## src/rtl/road_shock_event_classifier_core_macros.svh

```systemverilog
// ----------------------------------------------------------------------------
// road_shock_event_classifier_core_macros.svh
// Assertion macros shared by the classifier RTL.
// ----------------------------------------------------------------------------
`ifndef ROAD_SHOCK_EVENT_CLASSIFIER_CORE_MACROS_SVH
`define ROAD_SHOCK_EVENT_CLASSIFIER_CORE_MACROS_SVH

// Same-cycle implication, checked on every clock edge outside reset
`define RSEC_ASSERT_IMPL(label, ante, cons, msg) \
   label: assert property (@(posedge clock) disable iff (reset) (ante) |-> (cons)) \
      else $error(msg);

// Next-cycle implication, checked on every clock edge outside reset
`define RSEC_ASSERT_NEXT(label, ante, cons, msg) \
   label: assert property (@(posedge clock) disable iff (reset) (ante) |=> (cons)) \
      else $error(msg);

`endif

```

## src/rtl/rsec_pkg.sv

```systemverilog
// ----------------------------------------------------------------------------
// rsec_pkg
// Types, register map and constants for the road shock event classifier.
// ----------------------------------------------------------------------------
package rsec_pkg;

   // CSR bus geometry: eight 32-bit registers at 4-byte spacing
   localparam int CSR_ADDR_W = 5;
   localparam int CSR_DATA_W = 32;

   // Valid distance window in cm
   localparam logic [15:0] DIST_WIN_LOW  = 16'd5;
   localparam logic [15:0] DIST_WIN_HIGH = 16'd25;

   // Saturation value of the confirm counter
   localparam logic [7:0] CONFIRM_MAX = 8'd255;

   // Register reset values
   localparam logic [15:0] RST_ROUGH_THR     = 16'd400;
   localparam logic [15:0] RST_POTHOLE_THR   = 16'd600;
   localparam logic [15:0] RST_POTHOLE_DIST  = 16'd16;
   localparam logic [15:0] RST_BASELINE_DIST = 16'd15;
   localparam logic [7:0]  RST_CONFIRM       = 8'd2;
   localparam logic [31:0] RST_COOLDOWN      = 32'd1500;
   localparam logic [31:0] RST_INTERVAL      = 32'd2000;
   localparam logic [15:0] RST_CLAMP         = 16'd3000;

   // Register index (byte address / 4)
   typedef enum logic [2:0] {
      REG_ROUGH_THR     = 3'd0,
      REG_POTHOLE_THR   = 3'd1,
      REG_POTHOLE_DIST  = 3'd2,
      REG_BASELINE_DIST = 3'd3,
      REG_CONFIRM       = 3'd4,
      REG_COOLDOWN      = 3'd5,
      REG_INTERVAL      = 3'd6,
      REG_CLAMP         = 3'd7
   } reg_index_type;

   // Road classification codes
   typedef enum logic [1:0] {
      CLASS_NORMAL = 2'd0,
      CLASS_ROUGH  = 2'd1,
      CLASS_HIGH   = 2'd2
   } road_class_type;

   // Configuration as seen by the datapath
   typedef struct packed {
      logic [15:0] rough_threshold;
      logic [15:0] pothole_threshold;
      logic [15:0] pothole_distance;
      logic [15:0] baseline_distance;
      logic [7:0]  confirm_needed;
      logic [31:0] cooldown_ms;
      logic [31:0] report_interval_ms;
      logic [15:0] shock_clamp;
   } cfg_type;

   // One input sample
   typedef struct packed {
      logic signed [15:0] shock;
      logic [15:0]        distance_cm;
      logic [31:0]        time_ms;
   } sample_type;

   // One result
   typedef struct packed {
      road_class_type     road_class;
      logic               pothole_event;
      logic               rough_report;
      logic               normal_report;
      logic signed [15:0] shock_echo;
      logic [15:0]        shock_magnitude;
      logic [15:0]        distance_used;
   } result_type;

endpackage

```

## src/rtl/rsec_regs.sv

```systemverilog
// ----------------------------------------------------------------------------
// rsec_regs
// APB-style configuration register file; zero wait states.
// ----------------------------------------------------------------------------
module rsec_regs
   import rsec_pkg::*;
(
   input  logic                  clock,
   input  logic                  reset,
   input  logic                  csr_psel,
   input  logic                  csr_penable,
   input  logic                  csr_pwrite,
   input  logic [CSR_ADDR_W-1:0] csr_paddr,
   input  logic [CSR_DATA_W-1:0] csr_pwdata,
   output logic [CSR_DATA_W-1:0] csr_prdata,
   output logic                  csr_pready,
   output cfg_type               cfg
);

   cfg_type       cfg_ff;
   cfg_type       cfg_in;
   logic          wr_en;
   reg_index_type idx;

   assign csr_pready = 1'b1;
   assign wr_en      = csr_psel && csr_penable && csr_pwrite;
   assign idx        = reg_index_type'(csr_paddr[CSR_ADDR_W-1:2]);

   // Write decode
   always_comb begin
      cfg_in = cfg_ff;
      if (wr_en) begin
         case (idx)
            REG_ROUGH_THR:     cfg_in.rough_threshold    = csr_pwdata[15:0];
            REG_POTHOLE_THR:   cfg_in.pothole_threshold  = csr_pwdata[15:0];
            REG_POTHOLE_DIST:  cfg_in.pothole_distance   = csr_pwdata[15:0];
            REG_BASELINE_DIST: cfg_in.baseline_distance  = csr_pwdata[15:0];
            REG_CONFIRM:       cfg_in.confirm_needed     = csr_pwdata[7:0];
            REG_COOLDOWN:      cfg_in.cooldown_ms        = csr_pwdata;
            REG_INTERVAL:      cfg_in.report_interval_ms = csr_pwdata;
            REG_CLAMP:         cfg_in.shock_clamp        = csr_pwdata[15:0];
            default:           cfg_in = cfg_ff;
         endcase
      end
   end

   always_ff @(posedge clock) begin
      if (reset) begin
         cfg_ff.rough_threshold    <= RST_ROUGH_THR;
         cfg_ff.pothole_threshold  <= RST_POTHOLE_THR;
         cfg_ff.pothole_distance   <= RST_POTHOLE_DIST;
         cfg_ff.baseline_distance  <= RST_BASELINE_DIST;
         cfg_ff.confirm_needed     <= RST_CONFIRM;
         cfg_ff.cooldown_ms        <= RST_COOLDOWN;
         cfg_ff.report_interval_ms <= RST_INTERVAL;
         cfg_ff.shock_clamp        <= RST_CLAMP;
      end else begin
         cfg_ff <= cfg_in;
      end
   end

   // Read mux, zero-extended
   always_comb begin
      case (idx)
         REG_ROUGH_THR:     csr_prdata = {16'd0, cfg_ff.rough_threshold};
         REG_POTHOLE_THR:   csr_prdata = {16'd0, cfg_ff.pothole_threshold};
         REG_POTHOLE_DIST:  csr_prdata = {16'd0, cfg_ff.pothole_distance};
         REG_BASELINE_DIST: csr_prdata = {16'd0, cfg_ff.baseline_distance};
         REG_CONFIRM:       csr_prdata = {24'd0, cfg_ff.confirm_needed};
         REG_COOLDOWN:      csr_prdata = cfg_ff.cooldown_ms;
         REG_INTERVAL:      csr_prdata = cfg_ff.report_interval_ms;
         REG_CLAMP:         csr_prdata = {16'd0, cfg_ff.shock_clamp};
         default:           csr_prdata = '0;
      endcase
   end

   assign cfg = cfg_ff;

endmodule

```

## src/rtl/rsec_eval.sv

```systemverilog
// ----------------------------------------------------------------------------
// rsec_eval
// Per-sample evaluation: magnitude, distance substitution, classification,
// pothole confirmation and report rate limiting, plus the history registers.
// ----------------------------------------------------------------------------
module rsec_eval
   import rsec_pkg::*;
(
   input  logic       clock,
   input  logic       reset,
   input  cfg_type    cfg,
   input  sample_type sample,
   input  logic       advance,
   output result_type result
);

   logic [7:0]  confirm_ff,     confirm_in;
   logic [31:0] last_event_ff,  last_event_in;
   logic [31:0] last_rough_ff,  last_rough_in;
   logic [31:0] last_normal_ff, last_normal_in;

   logic [15:0] raw;
   logic [15:0] mag_abs;
   logic [15:0] mag;
   logic [15:0] dist_used;
   logic        suspect;
   logic [7:0]  confirm_inc;
   logic [31:0] since_event;
   logic [31:0] since_rough;
   logic [31:0] since_normal;
   logic        fire;
   logic        is_rough;
   logic        is_normal;
   logic        rough_rep;
   logic        normal_rep;

   // Magnitude: two's complement negate; 0x8000 stays 0x8000 = 32768
   assign raw     = sample.shock;
   assign mag_abs = raw[15] ? (~raw + 16'd1) : raw;
   assign mag     = (mag_abs > cfg.shock_clamp) ? cfg.shock_clamp : mag_abs;

   // Out-of-window distance replaced by the baseline
   assign dist_used = ((sample.distance_cm < DIST_WIN_LOW) ||
                       (sample.distance_cm > DIST_WIN_HIGH))
                      ? cfg.baseline_distance : sample.distance_cm;

   // Elapsed times, modulo 2^32
   assign since_event  = sample.time_ms - last_event_ff;
   assign since_rough  = sample.time_ms - last_rough_ff;
   assign since_normal = sample.time_ms - last_normal_ff;

   // Pothole confirmation with saturating counter
   assign suspect     = (mag >= cfg.pothole_threshold) && (dist_used >= cfg.pothole_distance);
   assign confirm_inc = (confirm_ff != CONFIRM_MAX) ? (confirm_ff + 8'd1) : confirm_ff;
   assign fire        = suspect && (confirm_inc >= cfg.confirm_needed) &&
                        (since_event > cfg.cooldown_ms);

   // Classification and rate-limited reports
   assign is_rough   = (mag >= cfg.rough_threshold) && (mag < cfg.pothole_threshold);
   assign is_normal  = !is_rough && (mag < cfg.rough_threshold);
   assign rough_rep  = is_rough  && (since_rough  >= cfg.report_interval_ms);
   assign normal_rep = is_normal && (since_normal >= cfg.report_interval_ms);

   // History next values
   always_comb begin
      confirm_in     = confirm_ff;
      last_event_in  = last_event_ff;
      last_rough_in  = last_rough_ff;
      last_normal_in = last_normal_ff;
      if (advance) begin
         confirm_in = (suspect && !fire) ? confirm_inc : 8'd0;
         if (fire) begin
            last_event_in = sample.time_ms;
         end
         if (rough_rep) begin
            last_rough_in = sample.time_ms;
         end
         if (normal_rep) begin
            last_normal_in = sample.time_ms;
         end
      end
   end

   always_ff @(posedge clock) begin
      if (reset) begin
         confirm_ff     <= '0;
         last_event_ff  <= '0;
         last_rough_ff  <= '0;
         last_normal_ff <= '0;
      end else begin
         confirm_ff     <= confirm_in;
         last_event_ff  <= last_event_in;
         last_rough_ff  <= last_rough_in;
         last_normal_ff <= last_normal_in;
      end
   end

   // Result assembly
   always_comb begin
      if (is_rough) begin
         result.road_class = CLASS_ROUGH;
      end else if (is_normal) begin
         result.road_class = CLASS_NORMAL;
      end else begin
         result.road_class = CLASS_HIGH;
      end
      result.pothole_event   = fire;
      result.rough_report    = rough_rep;
      result.normal_report   = normal_rep;
      result.shock_echo      = sample.shock;
      result.shock_magnitude = mag;
      result.distance_used   = dist_used;
   end

endmodule

```

## src/rtl/road_shock_event_classifier_core.sv

```systemverilog
// An accepted sample passes the input register, then the result register, to rsp.
// Throughput: one sample per cycle while rsp_stall is low; the history
// registers update in the same cycle a sample moves into the result register.
// Reset (synchronous): both pipeline registers empty, history cleared to zero,
// configuration registers back to their default values.
// ----------------------------------------------------------------------------
// road_shock_event_classifier_core
// Top level: input register, evaluation datapath, result register, CSRs.
// ----------------------------------------------------------------------------
`include "road_shock_event_classifier_core_macros.svh"

module road_shock_event_classifier_core
   import rsec_pkg::*;
(
   input  logic                  clock,
   input  logic                  reset,
   // sample channel
   input  logic                  req_valid,
   output logic                  req_stall,
   input  logic signed [15:0]    req_shock,
   input  logic [15:0]           req_distance_cm,
   input  logic [31:0]           req_time_ms,
   // result channel
   output logic                  rsp_valid,
   input  logic                  rsp_stall,
   output logic [1:0]            rsp_road_class,
   output logic                  rsp_pothole_event,
   output logic                  rsp_rough_report,
   output logic                  rsp_normal_report,
   output logic signed [15:0]    rsp_shock_echo,
   output logic [15:0]           rsp_shock_magnitude,
   output logic [15:0]           rsp_distance_used,
   // configuration port
   input  logic                  csr_psel,
   input  logic                  csr_penable,
   input  logic                  csr_pwrite,
   input  logic [CSR_ADDR_W-1:0] csr_paddr,
   input  logic [CSR_DATA_W-1:0] csr_pwdata,
   output logic [CSR_DATA_W-1:0] csr_prdata,
   output logic                  csr_pready
);

   cfg_type    cfg;
   sample_type sample_ff,    sample_in;
   logic       in_valid_ff,  in_valid_in;
   result_type result;
   result_type result_ff,    result_in;
   logic       out_valid_ff, out_valid_in;
   logic       advance;
   logic       req_take;

   // Configuration registers
   rsec_regs u_regs (
      .clock       (clock),
      .reset       (reset),
      .csr_psel    (csr_psel),
      .csr_penable (csr_penable),
      .csr_pwrite  (csr_pwrite),
      .csr_paddr   (csr_paddr),
      .csr_pwdata  (csr_pwdata),
      .csr_prdata  (csr_prdata),
      .csr_pready  (csr_pready),
      .cfg         (cfg)
   );

   // Flow control: a sample moves on when the result register is free or drains
   assign advance   = in_valid_ff && (!out_valid_ff || !rsp_stall);
   assign req_stall = in_valid_ff && !advance;
   assign req_take  = req_valid && !req_stall;

   // Input register
   always_comb begin
      sample_in   = sample_ff;
      in_valid_in = in_valid_ff && !advance;
      if (req_take) begin
         sample_in.shock       = req_shock;
         sample_in.distance_cm = req_distance_cm;
         sample_in.time_ms     = req_time_ms;
         in_valid_in           = 1'b1;
      end
   end

   // Evaluation datapath and history
   rsec_eval u_eval (
      .clock   (clock),
      .reset   (reset),
      .cfg     (cfg),
      .sample  (sample_ff),
      .advance (advance),
      .result  (result)
   );

   // Result register
   always_comb begin
      result_in    = result_ff;
      out_valid_in = out_valid_ff && rsp_stall;
      if (advance) begin
         result_in    = result;
         out_valid_in = 1'b1;
      end
   end

   always_ff @(posedge clock) begin
      if (reset) begin
         in_valid_ff  <= 1'b0;
         out_valid_ff <= 1'b0;
      end else begin
         in_valid_ff  <= in_valid_in;
         out_valid_ff <= out_valid_in;
      end
   end

   always_ff @(posedge clock) begin
      sample_ff <= sample_in;
      result_ff <= result_in;
   end

   // Output ports
   assign rsp_valid           = out_valid_ff;
   assign rsp_road_class      = result_ff.road_class;
   assign rsp_pothole_event   = result_ff.pothole_event;
   assign rsp_rough_report    = result_ff.rough_report;
   assign rsp_normal_report   = result_ff.normal_report;
   assign rsp_shock_echo      = result_ff.shock_echo;
   assign rsp_shock_magnitude = result_ff.shock_magnitude;
   assign rsp_distance_used   = result_ff.distance_used;

   // Assertions
   `RSEC_ASSERT_IMPL(a_event_not_rough, rsp_valid && rsp_pothole_event, rsp_road_class != CLASS_ROUGH, "pothole event on a sample classed rough")
   `RSEC_ASSERT_IMPL(a_rough_rep_class, rsp_valid && rsp_rough_report, rsp_road_class == CLASS_ROUGH, "rough report on a sample not classed rough")
   `RSEC_ASSERT_IMPL(a_normal_rep_class, rsp_valid && rsp_normal_report, rsp_road_class == CLASS_NORMAL, "normal report on a sample not classed normal")
   `RSEC_ASSERT_NEXT(a_held_sample_kept, in_valid_ff && out_valid_ff && rsp_stall, in_valid_ff && out_valid_ff, "pending sample or result dropped under stall")

endmodule

```

## config.mk

```make
export PLATFORM = sky130hd
export DESIGN_NAME = road_shock_event_classifier_core
export DESIGN_NICKNAME = d
export VERILOG_FILES = /design/src/rtl/rsec_pkg.sv /design/src/rtl/rsec_regs.sv /design/src/rtl/rsec_eval.sv /design/src/rtl/road_shock_event_classifier_core.sv
export VERILOG_INCLUDE_DIRS = /design/src /design/src/rtl
export SDC_FILE = /design/constraint.sdc
export NUM_CORES = 1
export LEC_CHECK = 0
export BUFFER_PORTS_ARGS = -buffer_cell sky130_fd_sc_hd__buf_2
export CAP_MARGIN = 20
export CORE_ASPECT_RATIO = 0.9
export CORE_MARGIN = 5
export CORE_UTILIZATION = 40
export CTS_CLUSTER_SIZE = 10
export DETAILED_ROUTE_END_ITERATION = 10
export GPL_TIMING_DRIVEN = 0
export PLACE_DENSITY = 0.69
export SYNTH_ARGS = -nofsm -noshare
export SYNTH_HDL_FRONTEND = slang
export SYNTH_SLANG_ARGS = --single-unit
```

## constraint.sdc

```tcl
create_clock -name clock -period 7.6 [get_ports clock]
set_clock_uncertainty 0.15 [all_clocks]
set_input_delay 1.52 -clock clock [delete_from_list [all_inputs] [get_ports clock]]
set_output_delay 1.52 -clock clock [all_outputs]
set_load 0.05 [all_outputs]
```

==> key figures, run 1 <==
Run status
  – Outcome: finished clean

STA
  – Fin crit period: 7.25 ns
  – Count of final hold-check violations: 0
  – RSZ-0062 raised after global routing: no
  – Final worst slack: 0.354 ns
  – TNS Setup: 0 ns
  – Tcrit/Tclk final: 0.953
  – Fin. max-slew vios: 0
  – Final count of negative-setup-slack endpoints: 0
  – Relative slew slack: 0.329
  – FMAX: 138 MHz
  – Worst-Margin Slew: 1.01 ns

Setup path
  – Worst Path Class, Setup: reg -> reg
  – Crit Path Max Fanout: 10
  – Data required time of the worst path: 7.89 ns
  – CP Capture Type: register
  – Critical Path AT: 7.54 ns
  – Type of element launching the critical path: register

Floorplanning
  – Die ar.: 63300 um2
  – Die H: 239 um
  – Core footprint: 58100 um2
  – Initial Utilization: 0.402
  – Die X: 265 um
  – IO Pins: 196
  – FP Rows: 84

Detailed routing
  – Pre-antenna DRT Iters: 9
  – Vias: 20.0k
  – First DRT Iteration DRCs: 1984
  – ANT nets after route: 0
  – WL/cell: 19.7 um
  – Post-Route WL: 72400 um
  – Max layer used: met5
  – Met2 Wirelength: 30700 um
  – DRC violations left: 0
  – M1 wire length: 32200 um
  – Met3 routed WL: 6540 um
  – Via density: 5.44

Placed design
  – Post-placement cell count: 3597
  – Hpwl dp: 56700 um
  – Setup WS pre-CTS: 0.517 ns
  – RD Place Congestion: 1.00
  – Port Buf Inserts: 183

Final layout
  – Share of layout cells above drive strength 1: 0.110
  – Finished Layout Cells: 3678
  – Area Growth Syn to Fin: 14.3%
  – # nets final: 3244
  – # fillers: 5647
  – Layout Utilization: 0.459

Synth
  – Yosys synthesis warning count: 0
  – Most common cell in the synthesized netlist: nand2_1
  – Yosys reg bits: 375
  – Area leader, netlist: dfxtp_1
  – Yosys top cell area share: 0.221
  – FFs w/ async S/R, synth: 0
  – Number of synthesized flops with an enable pin: 117
  – Ys flop type: dfxtp_1
  – Top post-synthesis cells by count: 351 x nand2_1, 263 x ha_1, 259 x inv_1, 258 x dfxtp_1, 235 x a21oi_1
  – Synth Net Count: 3010
  – Synth area leaders: dfxtp_1 22%, edfxtp_1 15%, ha_1 14%
  – Avg Cell Area, Syn: 8.86 um2
  – Cells after synthesis: 2636
  – Synthesized area: 23400 um2
  – Post-synthesis sequential area ratio: 0.372
  – Cell variety after synth: 88

Clock network
  – CTS Buf Count: 45
  – Root buffer cell: clkbuf_16
  – Clock-pin slew on the worst setup and hold paths: 0.06 ns
  – H-tree level count: 2
  – Worst-Skew Late Latency: 0.60 ns
  – CTS Hold Bufs: 0
  – Clock Path Buffers: 3
  – TritonCTS clock tree: built
  – Sink Count: 375

Power and ir drop
  – P per Cell Area: 198 nW/um2
  – Pleak: 10.6 nW
  – VDD IR max: 136 uV

Global routing
  – First-pass GRT wire length: 109000 um
  – Vias in the first global route: 18.6k
  – Grt ovf: 0
  – GR Util All Layers: 0.220
  – Pin count of the biggest net entering global routing: 31
  – Initial antenna violation count: 5

Run
  – Max-cap violation count: 0

Hold path
  – Worst Hold Class: reg -> reg
[where the power goes]
part / switching, W / leakage (nW) / total (W) / internal [W]
registers: 0.0000519 / 3.20 / 0.00218 / 0.00213
logic: 0.000663 / 6.80 / 0.00109 / 0.000425
clock network: 0.000860 / 0.649 / 0.00202 / 0.00116
[registers in the layout, summed over array words and instances (netlist names)]
signal,flops
rsp_rough_report,1
u_eval.confirm_ff,8
rsp_shock_magnitude,16
rsp_distance_used,16
rsp_pothole_event,1
u_eval.last_rough_ff,32
sample_ff,64
u_eval.last_normal_ff,32
rsp_normal_report,1
u_eval.last_event_ff,32
in_valid_ff,1
rsp_valid,1
rsp_shock_echo,16
rsp_road_class,2
u_regs.cfg,152
[cell type report]
type | count | area (um2) | area share
Multi-Input combinational cell | 1899 | 13200 | 0.494
Antenna cell | 1 | 2.50 | 0.0000937
Inverter | 261 | 980 | 0.0367
Timing Repair Buffer | 187 | 1000 | 0.0376
Buffer | 101 | 524 | 0.0196
Tap cell | 774 | 968 | 0.0363
Clock inverter | 4 | 46.3 | 0.00173
Sequential cell | 375 | 8680 | 0.325
Clock buffer | 76 | 1300 | 0.0488
[critical path: stages (launching register included)]
cell and delay, ns:
edfxtp_1 0.47, nor4_1 0.43, nand3_1 0.28, o41ai_1 0.37, xnor2_1 0.21, ha_1 0.29
a21o_1 0.17, a21o_1 0.17, a21o_1 0.17, a21oi_1 0.14, nor2b_1 0.06, o311ai_0 0.31
nand2_1 0.15, nand2_2 0.20, buf_4 0.24, mux2_2 0.39, ha_1 0.32, nand3_1 0.11
nor3_1 0.51, nand2_1 0.19, o21ai_1 0.24, nand4_1 0.25, a21oi_2 0.61, buf_4 0.38
mux2i_1 0.23, nor2_1 0.05
[through the flow]
| stage | hold slack [ns] | instance area [um2] | power (W) |
|---|---|---|---|
| detailed placement | 0.296 | 25300 | 0.00329 |
| CTS | 0.304 | 26700 | 0.00531 |
| finish | 0.306 | 26700 | 0.00529 |
| global placement | 0.291 | 25200 | 0.00328 |
| global route | 0.318 | 26700 | 0.00553 |
| floorplan | 0.285 | 23400 | 0.00298 |
[layout by cell type, fill, tap and decap left out, types with 26 or more instances in the layout]
master and instances:
nand2_1 351, ha_1 263, inv_1 259, dfxtp_1 258, a21oi_1 235, buf_2 185, nor2_1 182, mux2i_1 123
edfxtp_1 117, clkbuf_1 94, a21o_1 85, o21ai_0 80, xnor2_1 72, clkbuf_16 45, nand3_1 39, o211ai_1 38
nand4_1 34, a22o_1 32, xor2_1 30, nor2b_1 27, nor3_1 26
[per-layer routing]
layer  GRT usage  vias up
met1       0.310     9343
met2       0.336      753
met5           0        -
met4      0.0804        8
met3      0.0444      158
li1            -     9749
[cell families after synthesis]
logic type,Yosys count,synth area share
AOI/OAI and AO/OA,632,0.175
buffers and inverters,362,0.0644
xor gates and xnor gates,102,0.0383
adders and majority gates,266,0.143
other,1,0.000161
and+or+nand+nor,755,0.144
DFF,375,0.372
muxes,143,0.0633
[path summary, 6_finish.rpt]
| check | startpoint | endpoint | slack (ns) | cells after the start |
|---|---|---|---|---|
| worst max-delay path | sample_ff[50] | u_eval.last_rough_ff[23] | 0.35 | 25 |
| worst min-delay path | u_regs.cfg[146] | u_regs.cfg[146] | 0.31 | 2 |
| worst max register to register | sample_ff[50] | u_eval.last_rough_ff[23] | 0.35 | 25 |
| worst min register to register | u_regs.cfg[146] | u_regs.cfg[146] | 0.31 | 2 |
[repair_timing]
action / in CTS / in global routing
setup endpoints to repair: 0 / 12
setup buffers: 0 / 0
resized for setup: 0 / 1
Power figures use the tool's default switching activity.
==> run 2: changes to the inputs <==
--- a/config.mk
+++ b/config.mk
@@ -15,6 +15,8 @@
 export DETAILED_ROUTE_END_ITERATION = 10
 export GPL_TIMING_DRIVEN = 0
 export PLACE_DENSITY = 0.69
+export SETUP_SLACK_MARGIN = 0.5
 export SYNTH_ARGS = -nofsm -noshare
 export SYNTH_HDL_FRONTEND = slang
+export SYNTH_HIERARCHICAL = 1
 export SYNTH_SLANG_ARGS = --single-unit
==> run 2 against run 1 <==
Against the previous run:
- sequential cell count stayed put
- combinational power up 8%
- design area increased by 3.8%
- final cell count rose by 4.1%
- critical endpoint is now u_eval/last_rough_ff[24]
- synthesized cell count up 5.3%
- die area grew 3.7%
- critical path depth shrank 1
- non-clock buffer count grew 39
- sequential power is essentially flat
- sequential share of layout area is 1.2 points lower
==> key figures, run 2 <==
Synth
  – Yosys synthesis warning count: 6 (was 0)
  – Area leader, netlist: dfxtp_1 (unchanged)
  – Top post-synthesis cells by count: 364 x nand2_1, 266 x inv_1, 264 x a21oi_1, 263 x ha_1, 258 x dfxtp_1 (was 351 x nand2_1, 263 x ha_1, 259 x inv_1, 258 x dfxtp_1, 235 x a21oi_1)
  – Cells after synthesis: 2775 (was 2636)
  – Yosys top cell area share: 0.213 (was 0.221)
  – Synth area leaders: dfxtp_1 21%, edfxtp_1 14%, ha_1 14% (was dfxtp_1 22%, edfxtp_1 15%, ha_1 14%)
  – Cell variety after synth: 85 (was 88)
  – FFs w/ async S/R, synth: 0 (unchanged)
  – Synthesized area: 24200 um2 (was 23400 um2)
  – Yosys reg bits: 375 (unchanged)
  – Synth Net Count: 3149 (was 3010)
  – Avg Cell Area, Syn: 8.74 um2 (was 8.86 um2)
  – Post-synthesis sequential area ratio: 0.358 (was 0.372)
  – Number of synthesized flops with an enable pin: 117 (unchanged)
  – Ys flop type: dfxtp_1 (unchanged)
  – Most common cell in the synthesized netlist: nand2_1 (unchanged)

Placed design
  – Setup WS pre-CTS: 0.0847 ns (was 0.517 ns)
  – Port Buf Inserts: 183 (unchanged)
  – Hpwl dp: 60600 um (was 56700 um)
  – RD Place Congestion: 0.973 (was 1.00)

STA
  – Relative slew slack: 0.187 (was 0.329)
  – Fin crit period: 6.77 ns (was 7.25 ns)
  – Tcrit/Tclk final: 0.890 (was 0.953)
  – TNS Setup: 0 ns (unchanged)
  – Final count of negative-setup-slack endpoints: 0 (unchanged)
  – Fin. max-slew vios: 0 (unchanged)
  – Worst-Margin Slew: 1.20 ns (was 1.01 ns)
  – FMAX: 148 MHz (was 138 MHz)
  – Final worst slack: 0.833 ns (was 0.354 ns)
  – Count of final hold-check violations: 0 (unchanged)
  – RSZ-0062 raised after global routing: no (unchanged)

Clock network
  – Root buffer cell: clkbuf_16 (unchanged)
  – CTS Buf Count: 46 (was 45)
  – H-tree level count: 2 (unchanged)
  – Worst-Skew Late Latency: 0.59 ns (was 0.60 ns)
  – Clock Path Buffers: 3 (unchanged)
  – TritonCTS clock tree: built (unchanged)
  – Clock-pin slew on the worst setup and hold paths: 0.06 ns (about the same)
  – Sink Count: 375 (unchanged)

Final layout
  – Commonest non-fill, non-tap cell in the layout: nand2_1 (unchanged)
  – # nets final: 3386 (was 3244)
  – Max reg flops: 152 (unchanged)
  – # fillers: 5819 (was 5647)
  – Share of layout cells above drive strength 1: 0.133 (was 0.110)
  – Most frequent cells in the layout: 364 x nand2_1, 266 x inv_1, 263 x a21oi_1, 263 x ha_1, 258 x dfxtp_1 (was 351 x nand2_1, 263 x ha_1, 259 x inv_1)
  – Area Growth Syn to Fin: 14.3% (about the same)

Global routing
  – First-pass GRT wire length: 116000 um (was 109000 um)
  – Grt ovf: 0 (unchanged)
  – Pin count of the biggest net entering global routing: 29 (was 31)
  – GR Util All Layers: 0.225 (was 0.220)
  – Initial antenna violation count: 5 (unchanged)
  – Vias in the first global route: 19.6k (was 18.6k)

Floorplanning
  – Die ar.: 65600 um2 (was 63300 um2)
  – Initial Utilization: 0.404 (was 0.402)
  – Die H: 244 um (was 239 um)
  – Core footprint: 60000 um2 (was 58100 um2)
  – FP Rows: 85 (was 84)
  – IO Pins: 196 (unchanged)
  – Die X: 270 um (was 265 um)

Hold path
  – Worst Hold Class: reg -> reg (unchanged)
  – Hold Path Origin: u_regs/cfg[98] (was u_regs.cfg[146])

Run
  – Max-cap violation count: 0 (unchanged)

Detailed routing
  – Vias: 21.1k (was 20.0k)
  – DRC violations left: 0 (unchanged)
  – Via density: 5.50 (was 5.44)
  – ANT nets after route: 0 (unchanged)
  – WL/cell: 20.1 um (was 19.7 um)
  – Post-Route WL: 76900 um (was 72400 um)
  – Pre-antenna DRT Iters: 7 (was 9)
  – First DRT Iteration DRCs: 2079 (was 1984)

Run status
  – Outcome: finished clean (unchanged)

Setup path
  – Worst Path Class, Setup: reg -> reg (unchanged)
  – CP Capture Type: register (unchanged)
  – Critical path origin: sample_ff[48] (was sample_ff[50])
  – Worst R2R Start: sample_ff[48] (was sample_ff[50])
  – Crit Path Max Fanout: 10 (unchanged)
  – Data required time of the worst path: 7.88 ns (was 7.89 ns)
  – Critical Path AT: 7.05 ns (was 7.54 ns)
  – Type of element launching the critical path: register (unchanged)

Power and ir drop
  – P per Cell Area: 197 nW/um2 (was 198 nW/um2)
  – Pleak: 11.2 nW (was 10.6 nW)
  – VDD IR max: 155 uV (was 136 uV)
==> run 2: changes by cell type after synthesis, moves of 29 or more <==
cell,previous run,this run
nor2_1,182,126
nand3b_1,2,65
a21oi_1,235,264
buf_2,2,38
nand2b_1,21,93
mux2i_1,123,78
o211ai_1,38,7
==> run 2: worst paths after layout <==
path,end,slack (ns),cells past startpoint
min reg2reg,u_regs/cfg[98],0.32,2
min,u_regs/cfg[98],0.32,2
max,u_eval/last_rough_ff[24],0.83,24
max reg2reg,u_eval/last_rough_ff[24],0.83,24
==> run 2: repair_timing <==
action / CTS / global route
endpoints found under the setup margin: 32 / 73
pin swaps: 0 / 1
setup buffers: 0 / 2
gates resized for setup: 2 / 5
hold buffers: 0 / 0
==> run 2: power by group <==
group	internal [W]	switching [W]
logic	0.000457	0.000727
registers	0.00213	0.0000494
clock network	0.00123	0.000871
==> run 2: per-stage QoR <==
stage                     instance area (um2)  utilization  cells  hold WS (ns)  total power [W]
after floorplan                         24200            -   2775         0.294          0.00303
after global placement                  26100        0.436   3741         0.308          0.00336
after detailed placement                26200        0.438   3745         0.314          0.00337
after CTS                               27700        0.461   3825         0.323          0.00548
after global routing                    27700        0.462   3829         0.340          0.00570
final                                   27700        0.462   3829         0.323          0.00546
==> run 2: cells by family (layout without fill, tap and decap cells) <==
kind of cell               after synthesis  in the layout  share of synthesized area
other                                    1              3                   0.000155
muxes                                  112            112                     0.0480
xor gates and xnor gates               101            101                     0.0365
buffers and inverters                  405            674                     0.0722
and+or+nand+nor                        848            848                      0.173
adders and majority gates              266            266                      0.138
DFF                                    375            375                      0.358
AOI/OAI and AO/OA                      667            667                      0.174
==> run 2: cell type report <==
type,instances,area [um2],area share
Tap cell,783,980,0.0354
Timing Repair Buffer,189,1030,0.0372
Sequential cell,375,8680,0.313
Clock buffer,77,1380,0.0498
Antenna cell,2,5.00,0.000181
Multi-Input combinational cell,1995,13900,0.500
Buffer,138,749,0.0270
Inverter,267,1000,0.0362
Clock inverter,3,18.8,0.000677
==> run 2: critical path, cell delays in order (launching register included) <==
cell and delay (ns):
edfxtp_1 0.46, inv_1 0.12, ha_1 0.16, nand2_1 0.06
or3_1 0.38, nand2b_1 0.23, o41ai_1 0.35, xnor2_1 0.14
ha_1 0.32, nand4_1 0.09, or2_2 0.30, or3_1 0.42
o21ai_4 0.15, buf_4 0.27, mux2_1 0.44, ha_1 0.34
nand4_1 0.13, nor3_1 0.38, o21ai_0 0.28, o211a_1 0.24
a21oi_4 0.32, nand3_4 0.25, clkbuf_2 0.39, nand3b_1 0.16
o21ai_0 0.10
==> run 2: metal layers <==
layer | track usage | vias up | part of all wire
li1 | - | 10100 | -
met1 | 0.324 | 9883 | 0.46
met2 | 0.335 | 890 | 0.42
met3 | 0.0515 | 132 | 0.095
met4 | 0.0692 | 6 | 0.029
met5 | 0 | - | 0.00044
==> run 3: changes to the inputs <==
--- a/config.mk
+++ b/config.mk
@@ -14,7 +14,7 @@
 export CTS_CLUSTER_SIZE = 10
 export DETAILED_ROUTE_END_ITERATION = 10
 export GPL_TIMING_DRIVEN = 0
-export PLACE_DENSITY = 0.69
+export PLACE_DENSITY = 0.67
 export SETUP_SLACK_MARGIN = 0.5
 export SYNTH_ARGS = -nofsm -noshare
 export SYNTH_HDL_FRONTEND = slang
==> constraint.sdc (replaced) <==
create_clock -name clock -period 6.45 [get_ports clock]
set_clock_uncertainty 0.15 [all_clocks]
set_input_delay 1.29 -clock clock [delete_from_list [all_inputs] [get_ports clock]]
set_output_delay 1.29 -clock clock [all_outputs]
set_load 0.05 [all_outputs]
==> run 3 against run 2 <==
Against the previous run:
- first-iteration DRC count is 3.7% lower
- clock power is 20% higher
- sequential share of layout area is 1.4 points lower
- largest power group unchanged
- critical endpoint is now u_eval/last_event_ff[24]
==> key figures, run 3 (synthesis gave the netlist of run 2 again) <==
Setup path
  – Most used cell, CP: buf_12 (was ha_1)
  – Crit Path Max Fanout: 10 (unchanged)
  – Worst R2R Start: sample_ff[48] (unchanged)
  – Worst Path Class, Setup: reg -> reg (unchanged)
  – Data required time of the worst path: 6.82 ns (was 7.88 ns)
  – Type of element launching the critical path: register (unchanged)
  – Slowest CP cell: edfxtp_1 (unchanged)
  – Critical Path AT: 6.45 ns (was 7.05 ns)
  – R2r endpoint: u_eval/last_event_ff[24] (was u_eval/last_rough_ff[24])
  – CP Capture Type: register (unchanged)
  – Reg2Reg Depth: 32 (was 24)
  – R2r setup slk: 0.37 ns (was 0.83 ns)
  – Crit-path max cell delay: 0.43 ns (was 0.46 ns)

STA
  – Fin. max-slew vios: 0 (unchanged)
  – Count of final hold-check violations: 0 (unchanged)
  – FMAX: 164 MHz (was 148 MHz)
  – Worst-Margin Slew: 0.923 ns (was 1.20 ns)
  – Fin crit period: 6.08 ns (was 6.77 ns)
  – Hold_ws: 0.321 ns (was 0.323 ns)
  – TNS Setup: 0 ns (unchanged)
  – Tcrit/Tclk final: 0.943 (was 0.890)
  – Final worst slack: 0.369 ns (was 0.833 ns)
  – Final count of negative-setup-slack endpoints: 0 (unchanged)
  – RSZ-0062 raised after global routing: yes (was no)
  – Relative slew slack: 0.383 (was 0.187)

Detailed routing
  – DRC violations left: 0 (unchanged)
  – WL/cell: 20.5 um (was 20.1 um)
  – Met3 routed WL: 7080 um (was 7300 um)
  – Pre-antenna DRT Iters: 8 (was 7)
  – Met2 Wirelength: 33700 um (was 32300 um)
  – First DRT Iteration DRCs: 2003 (was 2079)
  – Via density: 5.49 (was 5.50)
  – Max layer used: met5 (unchanged)
  – Vias: 21.3k (was 21.1k)
  – M1 wire length: 36400 um (was 35000 um)
  – ANT nets after route: 0 (unchanged)
  – Post-Route WL: 79800 um (was 76900 um)

Hold path
  – Hold Path Origin: u_regs/cfg[139] (was u_regs/cfg[98])
  – Worst Hold Class: reg -> reg (unchanged)
  – Hold Path End: u_regs/cfg[139] (was u_regs/cfg[98])
  – Hold Path Stages: 2 (unchanged)

Clock network
  – TritonCTS clock tree: built (unchanged)
  – CTS Buf Count: 46 (unchanged)
  – Clock Path Buffers: 3 (unchanged)
  – H-tree level count: 2 (unchanged)
  – Clock-pin slew on the worst setup and hold paths: 0.06 ns (about the same)
  – Worst-Skew Late Latency: 0.60 ns (was 0.59 ns)
  – Root buffer cell: clkbuf_16 (unchanged)
  – CTS Hold Bufs: 0 (unchanged)
  – Sink Count: 375 (unchanged)

Run status
  – Outcome: finished clean (unchanged)

Power and ir drop
  – VDD IR max: 187 uV (was 155 uV)
  – P per Cell Area: 230 nW/um2 (was 197 nW/um2)
  – Pleak: 11.8 nW (was 11.2 nW)

Floorplanning
  – FP Rows: 85 (unchanged)
  – Die ar.: 65600 um2 (unchanged)
  – Die H: 244 um (unchanged)
  – Die X: 270 um (unchanged)
  – Core footprint: 60000 um2 (unchanged)
  – Initial Utilization: 0.404 (unchanged)
  – IO Pins: 196 (unchanged)

Placed design
  – Hpwl dp: 60700 um (was 60600 um)
  – Setup WS pre-CTS: -0.894 ns (was 0.0847 ns)
  – Port Buf Inserts: 183 (unchanged)
  – RD Place Congestion: 0.985 (was 0.973)
  – Post-placement cell count: 3745 (unchanged)

Global routing
  – First-pass GRT wire length: 117000 um (was 116000 um)
  – Vias in the first global route: 19.5k (was 19.6k)
  – GR Util All Layers: 0.226 (was 0.225)
  – Grt ovf: 0 (unchanged)
  – Pin count of the biggest net entering global routing: 29 (unchanged)
  – Initial antenna violation count: 6 (was 5)

Final layout
  – # fillers: 5698 (was 5819)
  – Finished Layout Cells: 3884 (was 3829)
  – # nets final: 3439 (was 3386)
  – Max reg flops: 152 (unchanged)
  – Share of layout cells above drive strength 1: 0.172 (was 0.133)
  – Most frequent cells in the layout: 361 x nand2_1, 264 x inv_1, 258 x dfxtp_1 (was 364 x nand2_1, 266 x inv_1, 263 x a21oi_1, 263 x ha_1, 258 x dfxtp_1)
  – Commonest non-fill, non-tap cell in the layout: nand2_1 (unchanged)
  – Area Growth Syn to Fin: 19.7% (was 14.3%)
  – Layout Utilization: 0.484 (was 0.462)

Run
  – Max-cap violation count: 0 (unchanged)
run 3: cell types whose count changed in the layout (fill, tap and decap cells not counted), sizes merged:
cell	change
buf	+51
clkinv	+3
nand3	+1
clkbuf	+1
inv	-1
run 3: final cells by class:
cell class | count | area, um2 | area share
Antenna cell | 2 | 5.00 | 0.000172
Buffer | 138 | 901 | 0.0310
Clock buffer | 77 | 1390 | 0.0479
Clock inverter | 5 | 47.5 | 0.00164
Inverter | 267 | 1000 | 0.0345
Multi-Input combinational cell | 1996 | 14400 | 0.495
Sequential cell | 375 | 8680 | 0.299
Tap cell | 783 | 980 | 0.0338
Timing Repair Buffer | 241 | 1650 | 0.0569
run 3: worst max-delay path by stage:
| stage | startpoint | end | slack (ns) | depth (start not counted) |
|---|---|---|---|---|
| 2_1_floorplan | sample_ff[48] | u_eval/last_normal_ff[1] | 0.80 | 23 |
| 6_report | sample_ff[48] | u_eval/last_event_ff[24] | 0.37 | 32 |
| 3_3_place_gp | rsp_stall | u_eval/last_rough_ff[23] | -3.32 | 6 |
| 4_1_cts | sample_ff[48] | u_eval/last_rough_ff[26] | 0.45 | 26 |
| 3_5_place_dp | sample_ff[48] | u_eval/last_rough_ff[26] | -0.89 | 24 |
| 5_1_grt | sample_ff[48] | u_eval/last_event_ff[25] | 0.14 | 31 |
run 3: where the power goes:
group          internal [W]  switching [W]  leakage, nW  total, W
logic              0.000662       0.000932         7.89   0.00159
registers           0.00251      0.0000591         3.20   0.00257
clock network       0.00146        0.00106        0.700   0.00252
total               0.00463        0.00205         11.8   0.00668
run 3: metal layers:
metal	vias to the layer above	GRT usage
met5	-	0
met4	8	0.0706
met3	156	0.0431
met2	895	0.337
met1	9998	0.332
li1	10300	-
run 3: through the flow:
stage	total power, W	cell area (um2)
after CTS	0.00657	28100
final	0.00668	29000
after detailed placement	0.00398	26200
after floorplan	0.00357	24200
after global routing	0.00696	29000
after global placement	0.00396	26100
run 3: timing repair:
item,4_1_cts,5_1_grt
pin swaps,8,57
gates resized for setup,59,131
buffers inserted,14,31
endpoints found under the setup margin,108,108
gates cloned,3,7
run 3: worst max-delay path: cells and delay by family, from the launching register on:
| family | cells | cell delay [ns] |
|---|---|---|
| DFF | 1 | 0.43 |
| buffers and inverters | 9 | 1.33 |
| adders and majority gates | 2 | 0.50 |
| muxes | 2 | 0.53 |
| AOI/OAI and AO/OA | 11 | 1.97 |
| xor gates and xnor gates | 1 | 0.19 |
| and+or+nand+nor | 7 | 0.91 |
